File: src/sv/vdpd_pkg.sv
`default_nettype none

package vdpd_pkg;

    localparam int FIELD_W   = 10;
    localparam int PSEL_W    = 3;
    localparam int CFG_IDX_W = 2;

    localparam logic [CFG_IDX_W-1:0] CFG_PORT_SELECT = 2'd0;
    localparam logic [CFG_IDX_W-1:0] CFG_PLATEAU_TOL = 2'd1;
    localparam logic [CFG_IDX_W-1:0] CFG_DIP_DEPTH   = 2'd2;

    localparam logic [PSEL_W-1:0] PSEL_PORT2 = 3'd2;
    localparam logic [PSEL_W-1:0] PSEL_PORT3 = 3'd3;
    localparam logic [PSEL_W-1:0] PSEL_PORT4 = 3'd4;

    localparam logic [PSEL_W-1:0]  RST_PORT_SELECT = 3'd1;
    localparam logic [FIELD_W-1:0] RST_PLATEAU_TOL = 10'd10;
    localparam logic [FIELD_W-1:0] RST_DIP_DEPTH   = 10'd30;

    localparam int MIN_SET_LEN = 6;

    typedef struct packed {
        logic in_rdy;
        logic hzero;
        logic hscan;
        logic pscan;
        logic dscan;
        logic addr_clr;
        logic addr_inc;
        logic scan_init;
        logic out_load;
    } t_cmd;

    typedef struct packed {
        logic h_last;
        logic s_last;
        logic short_set;
        logic out_free;
    } t_sts;

endpackage

`default_nettype wire

File: src/sv/vdpd_ctrl.sv
`default_nettype none

module vdpd_ctrl (
    input  wire logic          i_clk,
    input  wire logic          i_rst_n,
    input  wire logic          i_in_valid,
    input  wire logic          i_last_sample,
    input  wire vdpd_pkg::t_sts i_sts,
    output vdpd_pkg::t_cmd     o_cmd
);
    import vdpd_pkg::*;

    localparam logic [2:0] S_CLEAR = 3'd0;
    localparam logic [2:0] S_LOAD  = 3'd1;
    localparam logic [2:0] S_DRAIN = 3'd2;
    localparam logic [2:0] S_HSCAN = 3'd3;
    localparam logic [2:0] S_PSCAN = 3'd4;
    localparam logic [2:0] S_DSCAN = 3'd5;
    localparam logic [2:0] S_DTAIL = 3'd6;
    localparam logic [2:0] S_FIN   = 3'd7;

    logic [2:0] r_state;
    logic [2:0] n_state;
    t_cmd       w_cmd;

    always_comb begin
        n_state = r_state;
        w_cmd   = '0;
        case (r_state)
            S_CLEAR: begin
                w_cmd.hzero    = 1'b1;
                w_cmd.addr_inc = 1'b1;
                if (i_sts.h_last) begin
                    w_cmd.addr_clr = 1'b1;
                    n_state        = S_LOAD;
                end
            end
            S_LOAD: begin
                w_cmd.in_rdy = 1'b1;
                if (i_in_valid && i_last_sample) begin
                    n_state = S_DRAIN;
                end
            end
            S_DRAIN: begin
                w_cmd.scan_init = 1'b1;
                n_state         = S_HSCAN;
            end
            S_HSCAN: begin
                w_cmd.hzero    = 1'b1;
                w_cmd.hscan    = 1'b1;
                w_cmd.addr_inc = 1'b1;
                if (i_sts.h_last) begin
                    w_cmd.addr_clr = 1'b1;
                    n_state        = S_PSCAN;
                end
            end
            S_PSCAN: begin
                w_cmd.pscan    = 1'b1;
                w_cmd.addr_inc = 1'b1;
                if (i_sts.s_last) begin
                    w_cmd.addr_clr = 1'b1;
                    n_state        = i_sts.short_set ? S_DTAIL : S_DSCAN;
                end
            end
            S_DSCAN: begin
                w_cmd.dscan    = 1'b1;
                w_cmd.addr_inc = 1'b1;
                if (i_sts.s_last) begin
                    w_cmd.addr_clr = 1'b1;
                    n_state        = S_DTAIL;
                end
            end
            S_DTAIL: begin
                n_state = S_FIN;
            end
            S_FIN: begin
                if (i_sts.out_free) begin
                    w_cmd.out_load = 1'b1;
                    n_state        = S_LOAD;
                end
            end
            default: begin
                n_state = S_CLEAR;
            end
        endcase
    end

    always_ff @(posedge i_clk) begin
        if (!i_rst_n) begin
            r_state <= S_CLEAR;
        end else begin
            r_state <= n_state;
        end
    end

    assign o_cmd = w_cmd;

endmodule

`default_nettype wire

File: config.mk
export PLATFORM = sky130hd
export DESIGN_NAME = vdpd_ctrl
export DESIGN_NICKNAME = d
export VERILOG_FILES = /design/src/sv/vdpd_pkg.sv /design/src/sv/vdpd_ctrl.sv
export SDC_FILE = /design/constraint.sdc
export NUM_CORES = 1
export LEC_CHECK = 0
export BUFFER_PORTS_ARGS = -buffer_cell sky130_fd_sc_hd__buf_4
export CAP_MARGIN = 20
export CORE_AREA = 4 4 41 43
export CTS_CLUSTER_SIZE = 28
export DETAILED_ROUTE_END_ITERATION = 10
export DIE_AREA = 0 0 45 47
export HOLD_SLACK_MARGIN = 0.08
export MAX_ROUTING_LAYER = met4
export PLACE_DENSITY = 0.53
export SETUP_SLACK_MARGIN = 0.02
export SYNTH_ARGS = -nofsm -noshare
export SYNTH_HDL_FRONTEND = slang
export SYNTH_SLANG_ARGS = --single-unit
File: constraint.sdc
create_clock -name i_clk -period 2.6 [get_ports i_clk]
set_clock_uncertainty 0.1 [all_clocks]
set_input_delay 0.26 -clock i_clk [delete_from_list [all_inputs] [get_ports i_clk]]
set_output_delay 0.26 -clock i_clk [all_outputs]
set_load 0.03 [all_outputs]
Word level (Yosys, flattened, before mapping)
Cells that the tools add are included.
{"block": "classes", "eq_ne": 13, "mux": 19, "reduce_logical": 5}
{"op": "$pmux 3 s8", "n": 1}
{"op": "$mux 3", "n": 6}
{"op": "$eq 3x3->1 const B", "n": 4}
{"op": "$ne 2x2->1 const B", "n": 6}
{"op": "$mux 1", "n": 10}
{"op": "$eq 3x2->1 const B", "n": 2}
{"op": "$reduce_and 6->1", "n": 1}
{"op": "$pmux 2 s2", "n": 1}
{"op": "$reduce_or 2->1", "n": 2}
{"op": "$eq 3x1->1 const B", "n": 1}
{"op": "$logic_not 3->1", "n": 1}
{"op": "$mux 2", "n": 1}
{"op": "$logic_and 1x1->1", "n": 1}
{"block": "totals", "regBits": 3, "in_bits": 8, "elab_cells": 38}

Longest topological paths before layout
Gate-level depths: netlist of the first run.
{"block": "depth", "ltp_word": 3, "mapped_depth": 5, "mapped_depth_nobuf": 4}

Worst setup path after synthesis of the first run
Ideal clock, no wire load.
{"block": "synth_path", "kind": "register to output", "startpoint": "reg r_state[0]", "endpoint": "out o_cmd[2] in the netlist's numbering", "t_arrival_ps": 1599, "t_required_ps": 2240, "slack_ps": 641, "path_stages_with_launch": 5, "cell_sequence": "dfxtp_1 buf_4 inv_1 nor3_1 nor2_1"}
{"element": "from (decl)", "line_no": "vdpd_ctrl.sv:22", "text": "logic [2:0] r_state;"}
{"element": "from (signal assigned)", "line_no": "vdpd_ctrl.sv:92", "text": "r_state <= n_state;"}
{"element": "to (decl)", "line_no": "vdpd_ctrl.sv:9", "text": "output vdpd_pkg::t_cmd o_cmd"}

==> metrics.md, run 1 <==
| Metric | Value |
|---|---|
| CP Launch Type | `flip-flop` |
| Worst path cell trace | `inv_1 -> nor3_1 -> nor2_1 -> buf_4` |
| # IOs | `17` |
| Status | `complete, no violations` |
| DRC viols | `0` |
| Number of DRC markers in iteration 0 | `8` |
| Final Hold Fails | `0` |
| Clock transition at path regs | `~0.04 ns` |
| Core area | `between 1000 and 1500 µm²` |
| Hold path depth | `2` |
| Critical path peak fanout | `9` |
| Pin count of the biggest net entering global routing | `13` |
| Clock Tree Buf Depth | `2` |
| PnR worst setup slack | `roughly 0.75 ns` |
| Layout net count | `65` |
| Unrepaired setup endpoints after global routing | `false` |
| CP Buf/Inv Count | `2` |
| Die height | `47 µm` |
| Syn Std Cell Area | `between 300 and 400 µm²` |
| Routed Antenna Nets | `0` |
| Cts bufs inserted | `3` |
| Hold_buf cts | `0` |
| Vias/cell | `between 4 and 5` |
| Initial Util | `0.234` |
| Peak VDD IR | `0.000294 V` |
| Post-synthesis mux area share | `0` |
| Largest family of logic cells by synthesized area | `compound AO/OA/AOI/OAI gates` |
| Ant. Diodes | `0` |
| Share of the synthesized area in the top cell type | `0.198` |
| Most flop-heavy register | `r_state` |
| H-tree Lvls | `1` |
| Die W | `~45 µm` |
| Slew Limit Fails | `0` |
| Area taken by multi-input logic gates | `~210 µm²` |
| Largest area contributor in the netlist | `dfxtp_1` |
| Hold-critical path endpoint | `r_state[2]` |
| Largest cells by area after synthesis | `dfxtp_1 20%, xor2_4 9.1%, nor2_1 8.6%` |
| CTS tree | `yes` |
| Syn. warnings | `0` |
| Max FFs per register | `3` |
| Routed WL | `around 830 µm` |
| Gate Count Post-Synth | `39` |
| DIE AREA | `approximately 2100 µm²` |
| Synthesized flop and latch total | `3` |
| Least-Margin Pin Slew | `between 0.4 and 0.5 ns` |
| Leakage | `around 0.20 nW` |
| Drt first pass iters | `3` |
| Vias in the first global route | `a little under 300` |
| Min-delay src | `i_rst_n` |
| Detailed-route via count | `approximately 340` |
| Final Power | `between 0.2 and 0.25 mW` |
| Crit Path Category | `flip-flop to output port` |
| Reg2reg setup slack | `0.80 ns` |
| CP max stage delay | `0.57 ns` |
| PwrDens | `roughly 500 nW/µm²` |
| Layout cell share with drive strength beyond 1 | `0.411` |
| Syn nets | `47` |
| Std-Cell Rows | `13` |
| Worst skew pair latency | `approximately 0.24 ns` |
| Period utilisation layout | `0.710` |
| Setup TNS | `0 ns` |
| Min Tclk post-route | `about 1.8 ns` |
| Total of max-cap violations | `0` |
| Placer congestion estimate | `between 0.7 and 0.8` |
| WP data required | `about 2.2 ns` |
| Register area share after synthesis | `0.198` |
| Flip-flop and latch area | `60.1 µm²` |
| Area growth from synthesis to layout | `46.9%` |
| Final setup fails | `0` |
| Post-Synth Simple-Gate Area | `0.288` |
| Complex-gate fraction of the synthesized area | `0.313` |
| R2r startpoint | `r_state[1]` |
| Post-Synth Adder-Cell Area | `0` |
| Setup crit end kind | `output port` |
| Hold crit path type | `primary input to flip-flop` |
| Met3 global-route usage | `0.0383` |
| PortBufs | `16` |
| Cts repair resizes | `0` |
| Slowest cell on the critical path | `dfxtp_1` |
| Gr ovfl total | `0` |
| Synth Area per Inst | `about 7.8 µm²` |
| Post-DR wirelength/cell | `around 12 µm` |
| GR peak layer | `met2` |
| Initial antenna violation count | `0` |
| Global-route wire length before repair | `roughly 1.2 mm` |
| Fillers | `between 150 and 200` |
| Max Clock Freq | `around 540 MHz` |
| Pre-CTS WS | `0.832 ns` |
| Crit Reg-Reg Endpoint | `r_state[1]` |
| Met2 global-route usage | `0.119` |
| Hpwl dp | `607 µm` |
| Worst EP arrival | `1.49 ns` |
| Post-DP Area | `approximately 420 µm²` |
| Count of cell types in the netlist | `26` |
| Postcts setup bufs | `0` |
| Total GRT Usage | `0.0865` |
| GRT met1 Usage | `0.0957` |
| Root Buffer | `clkbuf_4` |
| WHS | `about 0.16 ns` |
| Slew Limit Headroom | `0.684` |
| Worst reg-to-reg path cell count | `4` |
| CP delay by family, top | `flip-flops` |
| Clk sinks | `3` |
| Post-Synth XOR/XNOR Area | `0.0905` |
| Finished Cell Area | `about 450 µm²` |
| Biggest regs | `r_state: 3 flops` |
-- Yosys cell counts, drive strengths merged --
library cell	n
nor2	7
a21boi	4
dfxtp	3
inv	3
buf	2
nand2b	2
o31a	2
a21oi	1
a2bb2oi	1
a31oi	1
and3	1
clkbuf	1
nand2	1
nand3	1
nand4b	1
nor2b	1
nor3	1
o21ai	1
o221ai	1
o22ai	1
or2	1
or4	1
xor2	1
-- cell type report --
class	instances	area share
repair buffers	16	0.269
flip-flops and latches	3	0.134
clock buffers	4	0.0588
well taps	15	0.0420
inverters	3	0.0252
multi-input cells	30	0.471
-- report_power, final --
part	switching (mW)	leakage, nW	internal (mW)
Combinational	0.0431	0.157	0.0350
Sequential	0.0101	0.0246	0.0492
Clock	0.0266	0.0150	0.0577
Total	0.0798	0.197	0.142
-- cell families (layout without fill, tap and decap cells) --
| logic type | count (synthesis) | count (layout) |
|---|---|---|
| AND/OR/NAND/NOR | 17 | 17 |
| flip-flops | 3 | 3 |
| XOR/XNOR | 1 | 1 |
| buffers and inverters | 6 | 23 |
| AO/OA/AOI/OAI | 12 | 12 |
-- placed cells by master (no fill, tap or decap), types with 2 or more instances in the layout --
cell      instances
a21boi_0          3
buf_4            16
clkbuf_4          3
dfxtp_1           3
inv_1             3
nand2b_1          2
nor2_1            7
-- metrics by stage --
| step | cells | util |
|---|---|---|
| finish | 71 | 0.343 |
| detailed placement | 67 | 0.323 |
| CTS | 71 | 0.343 |
| global route | 71 | 0.343 |
| floorplan | 39 | - |
| global placement | 67 | 0.323 |
-- worst max path at each step --
| stage | start | to | slack, ns | depth (start not counted) |
|---|---|---|---|---|
| floorplan | r_state[0] | o_cmd[2] | 0.64 | 4 |
| global placement | r_state[1] | r_state[1] | 0.90 | 4 |
| detailed placement | r_state[1] | r_state[1] | 0.83 | 4 |
| CTS | r_state[0] | o_cmd[2] | 0.73 | 4 |
| global route | r_state[0] | o_cmd[2] | 0.60 | 4 |
| finish | r_state[0] | o_cmd[2] | 0.75 | 4 |
-- layer usage --
metal,wire length (µm),vias to the layer above
met1,393,145
met4,25,0
li1,-,171
met5,0,-
met2,333,16
met3,78,4
No activity file was read; power rests on OpenSTA's default activity.
==> run 2, diff against run 1 <==
==> constraint.sdc (replaced) <==
create_clock -name i_clk -period 1.87 [get_ports i_clk]
set_clock_uncertainty 0.1 [all_clocks]
set_input_delay 0.187 -clock i_clk [delete_from_list [all_inputs] [get_ports i_clk]]
set_output_delay 0.187 -clock i_clk [all_outputs]
set_load 0.03 [all_outputs]
==> run 2 against run 1 <==
Global-route usage fell by 0.57 points. Critical path depth rose by 1. Die area did not move. Non-clock buffer count rose by 3. Register-to-register slack got worse by 0.57 ns. Sequential share of layout area fell by 0.78 points. Cell count rose by 4.2%. First-iteration DRC count fell by 13%. Largest power group is now combinational cells.
==> metrics.md, run 2 (synthesis gave the netlist of run 1 again) <==
| Metric | Value |
|---|---|
| Worst reg-to-reg path cell count | `4 (unchanged)` |
| Switching Share | `0.351 (-0.00901)` |
| Hold crit path type | `primary input to flip-flop` |
| Routed Antenna Nets | `0 (unchanged)` |
| Combinational share of power | `0.376 (+0.024)` |
| Area growth from synthesis to layout | `56.0%` |
| Final Hold Fails | `0 (unchanged)` |
| Int Pwr | `0.202 mW (+43%)` |
| R2r startpoint | `r_state[0]` |
| Hpwl dp | `628 µm (+3.4%)` |
| Detailed-route via count | `345 (+2.7%)` |
| Postcts setup bufs | `0 (unchanged)` |
| Total of max-cap violations | `0 (unchanged)` |
| PortBufs | `16 (unchanged)` |
| Unrepaired setup endpoints after global routing | `false` |
| Die height | `47 µm (unchanged)` |
| Psw | `0.109 mW (+37%)` |
| Setup crit end kind | `output port` |
| H-tree Lvls | `1 (unchanged)` |
| Clock transition at path regs | `0.04 ns (about the same)` |
| # IOs | `17 (unchanged)` |
| Critical path peak fanout | `9 (unchanged)` |
| CTS tree | `yes` |
| DIE AREA | `2120 µm² (unchanged)` |
| Routed WL | `802 µm (-3.4%)` |
| PnR worst setup slack | `0.150 ns (-0.603 ns)` |
| Post-DR wirelength/cell | `10.8 µm (-7.3%)` |
| Commonest non-fill, non-tap cell in the layout | `buf_4` |
| WP data required | `1.58 ns (-0.66 ns)` |
| Most flop-heavy register | `r_state` |
| Part of the power in registers | `0.256 (-0.011)` |
| Leakage | `0.214 nW (+8.9%)` |
| Placer congestion estimate | `0.731 (+1.8%)` |
| PwrDens | `657 nW/µm² (+33%)` |
| Worst EP arrival | `1.43 ns (-0.06 ns)` |
| DRC viols | `0 (unchanged)` |
| Std-Cell Rows | `13 (unchanged)` |
| Total GRT Usage | `0.0808 (-0.00571)` |
| Clock Tree Buf Depth | `2 (unchanged)` |
| Worst skew pair latency | `0.24 ns (about the same)` |
| Period utilisation layout | `0.920` |
| Min-delay src | `i_rst_n` |
| Hold path depth | `2 (unchanged)` |
| Root Buffer | `clkbuf_4` |
| Cts repair resizes | `0 (unchanged)` |
| Status | `complete, no violations` |
| Final setup fails | `0 (unchanged)` |
| Post-layout util | `0.364 (+0.0212)` |
| Reg2reg setup slack | `0.23 ns (-0.57 ns)` |
| Max Clock Freq | `approximately 580 MHz` |
| Initial antenna violation count | `0 (unchanged)` |
| Max FFs per register | `3 (unchanged)` |
| Biggest regs | `r_state: 3 flops` |
| Layout net count | `68 (+4.6%)` |
| Drt first pass iters | `4 (+1)` |
| Crit Path Category | `flip-flop to output port` |
| CP Launch Type | `flip-flop` |
| Ant. Diodes | `0 (unchanged)` |
| Die W | `45 µm (unchanged)` |
| Vias in the first global route | `300 (+3.1%)` |
| Clk sinks | `3 (unchanged)` |
| Core area | `1300 µm² (unchanged)` |
| Peak VDD IR | `0.000264 V (-10%)` |
| Cts bufs inserted | `3 (unchanged)` |
| Hold-critical path endpoint | `r_state[2]` |
| Min Tclk post-route | `1.72 ns` |
| Hold_buf cts | `0 (unchanged)` |
| Setup TNS | `0 ns (unchanged)` |
| Most frequent cells in the layout | `19 x buf_4, 7 x nor2_1` |
| Layout cell share with drive strength beyond 1 | `0.458 (+0.0469)` |
| Clock share of power | `0.367 (-0.013)` |
| Slew Limit Fails | `0 (unchanged)` |
| Crit Reg-Reg Endpoint | `r_state[1]` |
| Initial Util | `0.234 (unchanged)` |
| Pin count of the biggest net entering global routing | `13 (unchanged)` |
| Vias/cell | `4.66 (-1.5%)` |
| Global-route wire length before repair | `1.21 mm (+1.8%)` |
| Slew Limit Headroom | `0.730 (+0.0458)` |
| Least-Margin Pin Slew | `0.405 ns (-0.0685 ns)` |
| Pre-CTS WS | `0.222 ns (-0.609 ns)` |
| Gr ovfl total | `0 (unchanged)` |
| Number of DRC markers in iteration 0 | `7 (-1)` |
## run 2: changes by cell type in the layout (fill, tap and decap cells not counted)
cell    before  now
buf_4       16   19
nor3_2       0    1
nor3_1       1    0
## run 2: layer usage
metal,up-vias,track usage,part of all wire
met5,-,-,0
met4,0,0.0351,0.017
met3,2,0.00383,0.075
met2,16,0.116,0.44
met1,151,0.116,0.46
li1,176,-,-
## run 2: cell type report
cell class / count / area (µm²)
Timing Repair Buffer: 19 / 143
Fill cell: 142 / 827
Tap cell: 15 / 18.8
Inverter: 3 / 11.3
Clock buffer: 4 / 26.3
Multi-Input combinational cell: 30 / 215
Sequential cell: 3 / 60.1
## run 2: how the worst max path moves through the flow
stage,start,end,slack [ns]
2_1_floorplan,r_state[2],o_cmd[2],0.31
5_1_grt,r_state[0],o_cmd[2],0.04
3_5_place_dp,r_state[0],r_state[1],0.22
4_1_cts,r_state[0],o_cmd[2],0.15
6_report,r_state[0],o_cmd[2],0.15
3_3_place_gp,r_state[0],r_state[1],0.25
## run 2: worst max-delay path, cell delays in order, from the launching register on
cell     delay, ns
dfxtp_1       0.56
inv_1         0.11
buf_4         0.17
nor3_2        0.13
nor2_1        0.07
buf_4         0.16
## run 2: power by group through the flow
| stage | Combinational, mW | Sequential (mW) | Clock (mW) |
|---|---|---|---|
| floorplan | 0.0845 | 0.0705 | 0 |
| global placement | 0.119 | 0.0805 | 0 |
| detailed placement | 0.118 | 0.0809 | 0 |
| CTS | 0.118 | 0.0799 | 0.117 |
| global route | 0.127 | 0.0806 | 0.118 |
| finish | 0.117 | 0.0799 | 0.115 |
## run 2: through the flow
step	cells	power [mW]	hold slack [ns]	instance area, µm²
global placement	70	0.199	0.328	448
global route	74	0.325	0.137	474
floorplan	39	0.155	0.215	309
CTS	74	0.316	0.0940	474
finish	74	0.312	0.0920	474
detailed placement	70	0.199	0.332	448
==> run 3, diff against run 2 <==
--- a/config.mk
+++ b/config.mk
@@ -7,10 +7,10 @@
 export LEC_CHECK = 0
 export BUFFER_PORTS_ARGS = -buffer_cell sky130_fd_sc_hd__buf_4
 export CAP_MARGIN = 20
-export CORE_AREA = 4 4 41 43
+export CORE_AREA = 5 5 42 44
 export CTS_CLUSTER_SIZE = 28
 export DETAILED_ROUTE_END_ITERATION = 10
-export DIE_AREA = 0 0 45 47
+export DIE_AREA = 0 0 47 49
 export HOLD_SLACK_MARGIN = 0.08
 export MAX_ROUTING_LAYER = met4
 export PLACE_DENSITY = 0.53
==> run 3 against run 2 <==
Clock power up 9%. Cell count grew 1.4%. Maximum frequency fell by 0.33%. Die area increased by 8.9%. Count of clock-buffer cells in the layout did not move. Largest cell class unchanged.
==> metrics.md, run 3 (synthesis gave the netlist of run 1 again) <==
| Metric | Value |
|---|---|
| Status | `complete, no violations` |
| Unrepaired setup endpoints after global routing | `false` |
| Layout net count | `68 (unchanged)` |
| Cts bufs inserted | `3 (unchanged)` |
| Routed WL | `857 µm (+6.9%)` |
| Max Clock Freq | `580 MHz (-0.33%)` |
| Flip-flop and latch area | `60.1 µm² (unchanged)` |
| Combinational share of power | `0.365 (-0.011)` |
| Highest routed layer | `met4` |
| Clock transition at path regs | `0.04 ns (about the same)` |
| Routed Antenna Nets | `0 (unchanged)` |
| Number of DRC markers in iteration 0 | `4 (-3)` |
| Cts repair resizes | `0 (unchanged)` |
| Initial Util | `0.217 (-0.0167)` |
| Clk sinks | `3 (unchanged)` |
| Commonest non-fill, non-tap cell in the layout | `buf_4` |
| Setup crit end kind | `output port` |
| Root Buffer | `clkbuf_4` |
| Postcts setup bufs | `0 (unchanged)` |
| Worst EP arrival | `1.44 ns (about the same)` |
| Setup TNS | `0 ns (unchanged)` |
| Die height | `49 µm (+4.3%)` |
| Final Hold Fails | `0 (unchanged)` |
| Slowest cell on the critical path | `dfxtp_1` |
| # IOs | `17 (unchanged)` |
| Most frequent cell on the critical path | `buf_4` |
| WP data required | `1.58 ns (about the same)` |
| Total of max-cap violations | `0 (unchanged)` |
| Hold crit path type | `primary input to flip-flop` |
| PwrDens | `677 nW/µm² (+3.0%)` |
| Total GRT Usage | `0.0844 (+0.00354)` |
| Ant. Diodes | `0 (unchanged)` |
| Int Pwr | `0.203 mW (+0.29%)` |
| M1 WL | `405 µm (+9.5%)` |
| CTS tree | `yes` |
| WL met2 | `391 µm (+9.8%)` |
| Least-Margin Pin Slew | `0.404 ns (-0.00103 ns)` |
| Detailed-route via count | `344 (-0.29%)` |
| Pre-CTS WS | `0.225 ns (+0.00255 ns)` |
| CP Depth | `5 (unchanged)` |
| CP delay by family, top | `flip-flops` |
| Final Power | `0.322 mW (+3.3%)` |
| Vias in the first global route | `340 (+13%)` |
| Most frequent cells in the layout | `19 x buf_4, 7 x nor2_1` |
| Fillers | `154 (+8.5%)` |
| Global-route wire length before repair | `1.37 mm (+13%)` |
| Reg2reg setup slack | `0.22 ns (about the same)` |
| Switching Share | `0.370 (+0.0189)` |
| Pin count of the biggest net entering global routing | `10 (-3)` |
| Finished Cell Area | `475 µm² (+0.26%)` |
| Hpwl dp | `658 µm (+4.8%)` |
| Area growth from synthesis to layout | `56.4%` |
| Post-DP Area | `449 µm² (+0.28%)` |
| Clock share of power | `0.388 (+0.021)` |
| Initial antenna violation count | `0 (unchanged)` |
| Worst Setup SP | `r_state[0]` |
| Worst path cell trace | `inv_1 -> buf_4 -> nor3_2 -> nor2_1 -> buf_4` |
| Crit Path Category | `flip-flop to output port` |
| Max FFs per register | `3 (unchanged)` |
| Worst skew pair latency | `0.24 ns (about the same)` |
| PortBufs | `16 (unchanged)` |
| Vias/cell | `4.59 (-1.6%)` |
| R2r startpoint | `r_state[0]` |
| Gr ovfl total | `0 (unchanged)` |
| DIE AREA | `2300 µm² (+8.9%)` |
| Std-Cell Rows | `14 (+1)` |
| Clock Tree Buf Depth | `2 (unchanged)` |
| Placer congestion estimate | `0.743 (+1.7%)` |
| Die W | `47 µm (+4.4%)` |
| Drt first pass iters | `2 (-2)` |
| Crit path to | `o_cmd[2]` |
| Peak VDD IR | `0.000288 V (+9.3%)` |
| Period utilisation layout | `0.923 (+0.00304)` |
| Leakage | `0.216 nW (+0.60%)` |
| Slew Limit Fails | `0 (unchanged)` |
| Worst reg-to-reg path cell count | `4 (unchanged)` |
| Part of the power in registers | `0.246 (-0.010)` |
| CP Launch Type | `flip-flop` |
| Biggest regs | `r_state: 3 flops` |
| Crit Reg-Reg Endpoint | `r_state[1]` |
| H-tree Lvls | `1 (unchanged)` |
| Slew Limit Headroom | `0.730 (about the same)` |
| Min Tclk post-route | `1.73 ns (+0.00569 ns)` |
| PnR worst setup slack | `0.145 ns (-0.00569 ns)` |
| WHS | `0.0961 ns (+0.00407 ns)` |
| Core area | `1400 µm² (+7.7%)` |
| CP Buf/Inv Count | `3 (unchanged)` |
| CP max stage delay | `0.56 ns (about the same)` |
| Post-DR wirelength/cell | `11.4 µm (+5.4%)` |
| Hold_buf cts | `0 (unchanged)` |
| Met3 WL | `47 µm (-22%)` |
| Critical path peak fanout | `9 (unchanged)` |
| Layout cell share with drive strength beyond 1 | `0.458 (unchanged)` |
| Psw | `0.119 mW (+8.9%)` |
| Area taken by multi-input logic gates | `215 µm² (unchanged)` |
| Final setup fails | `0 (unchanged)` |
| DRC viols | `0 (unchanged)` |
| Most flop-heavy register | `r_state` |
[run 3: through the flow]
stage	utilization	instances
after floorplan	-	39
after global placement	0.321	71
after detailed placement	0.321	71
after CTS	0.339	75
after global routing	0.339	75
final	0.339	75
[run 3: how the worst min path moves through the flow]
stage / cells after the start / start / end / slack [ns]
6_report: 2 / i_rst_n / r_state[1] / 0.1
5_1_grt: 2 / i_rst_n / r_state[2] / 0.12
4_1_cts: 2 / i_rst_n / r_state[1] / 0.1
3_5_place_dp: 2 / i_rst_n / r_state[2] / 0.32
3_3_place_gp: 2 / i_rst_n / r_state[2] / 0.32
2_1_floorplan: 1 / i_rst_n / r_state[2] / 0.22
[run 3: final cells by class]
class	count	area share
multi-input cells	30	0.453
inverters	3	0.0237
clock buffers	4	0.0553
repair buffers	19	0.300
flip-flops and latches	3	0.126
well taps	16	0.0421
[run 3: power groups by stage]
stage	combinational (mW)	clock [mW]	sequential, mW
final	0.118	0.125	0.0793
after global routing	0.126	0.135	0.0805
after CTS	0.119	0.130	0.0793
after detailed placement	0.119	0	0.0806
after global placement	0.119	0	0.0799
after floorplan	0.0845	0	0.0705
[run 3: layer usage]
metal,track usage,up-vias
li1,-,180
met1,0.107,148
met2,0.118,14
met3,0.0148,2
met4,0.0553,0
met5,-,-
[run 3: worst reg2reg max path: cells and delay by family (launching register included)]
family	cells	cell delay, ns
xor gates and xnor gates	1	0.20
and+or+nand+nor	1	0.47
DFF	1	0.56
AOI/OAI and AO/OA	2	0.25
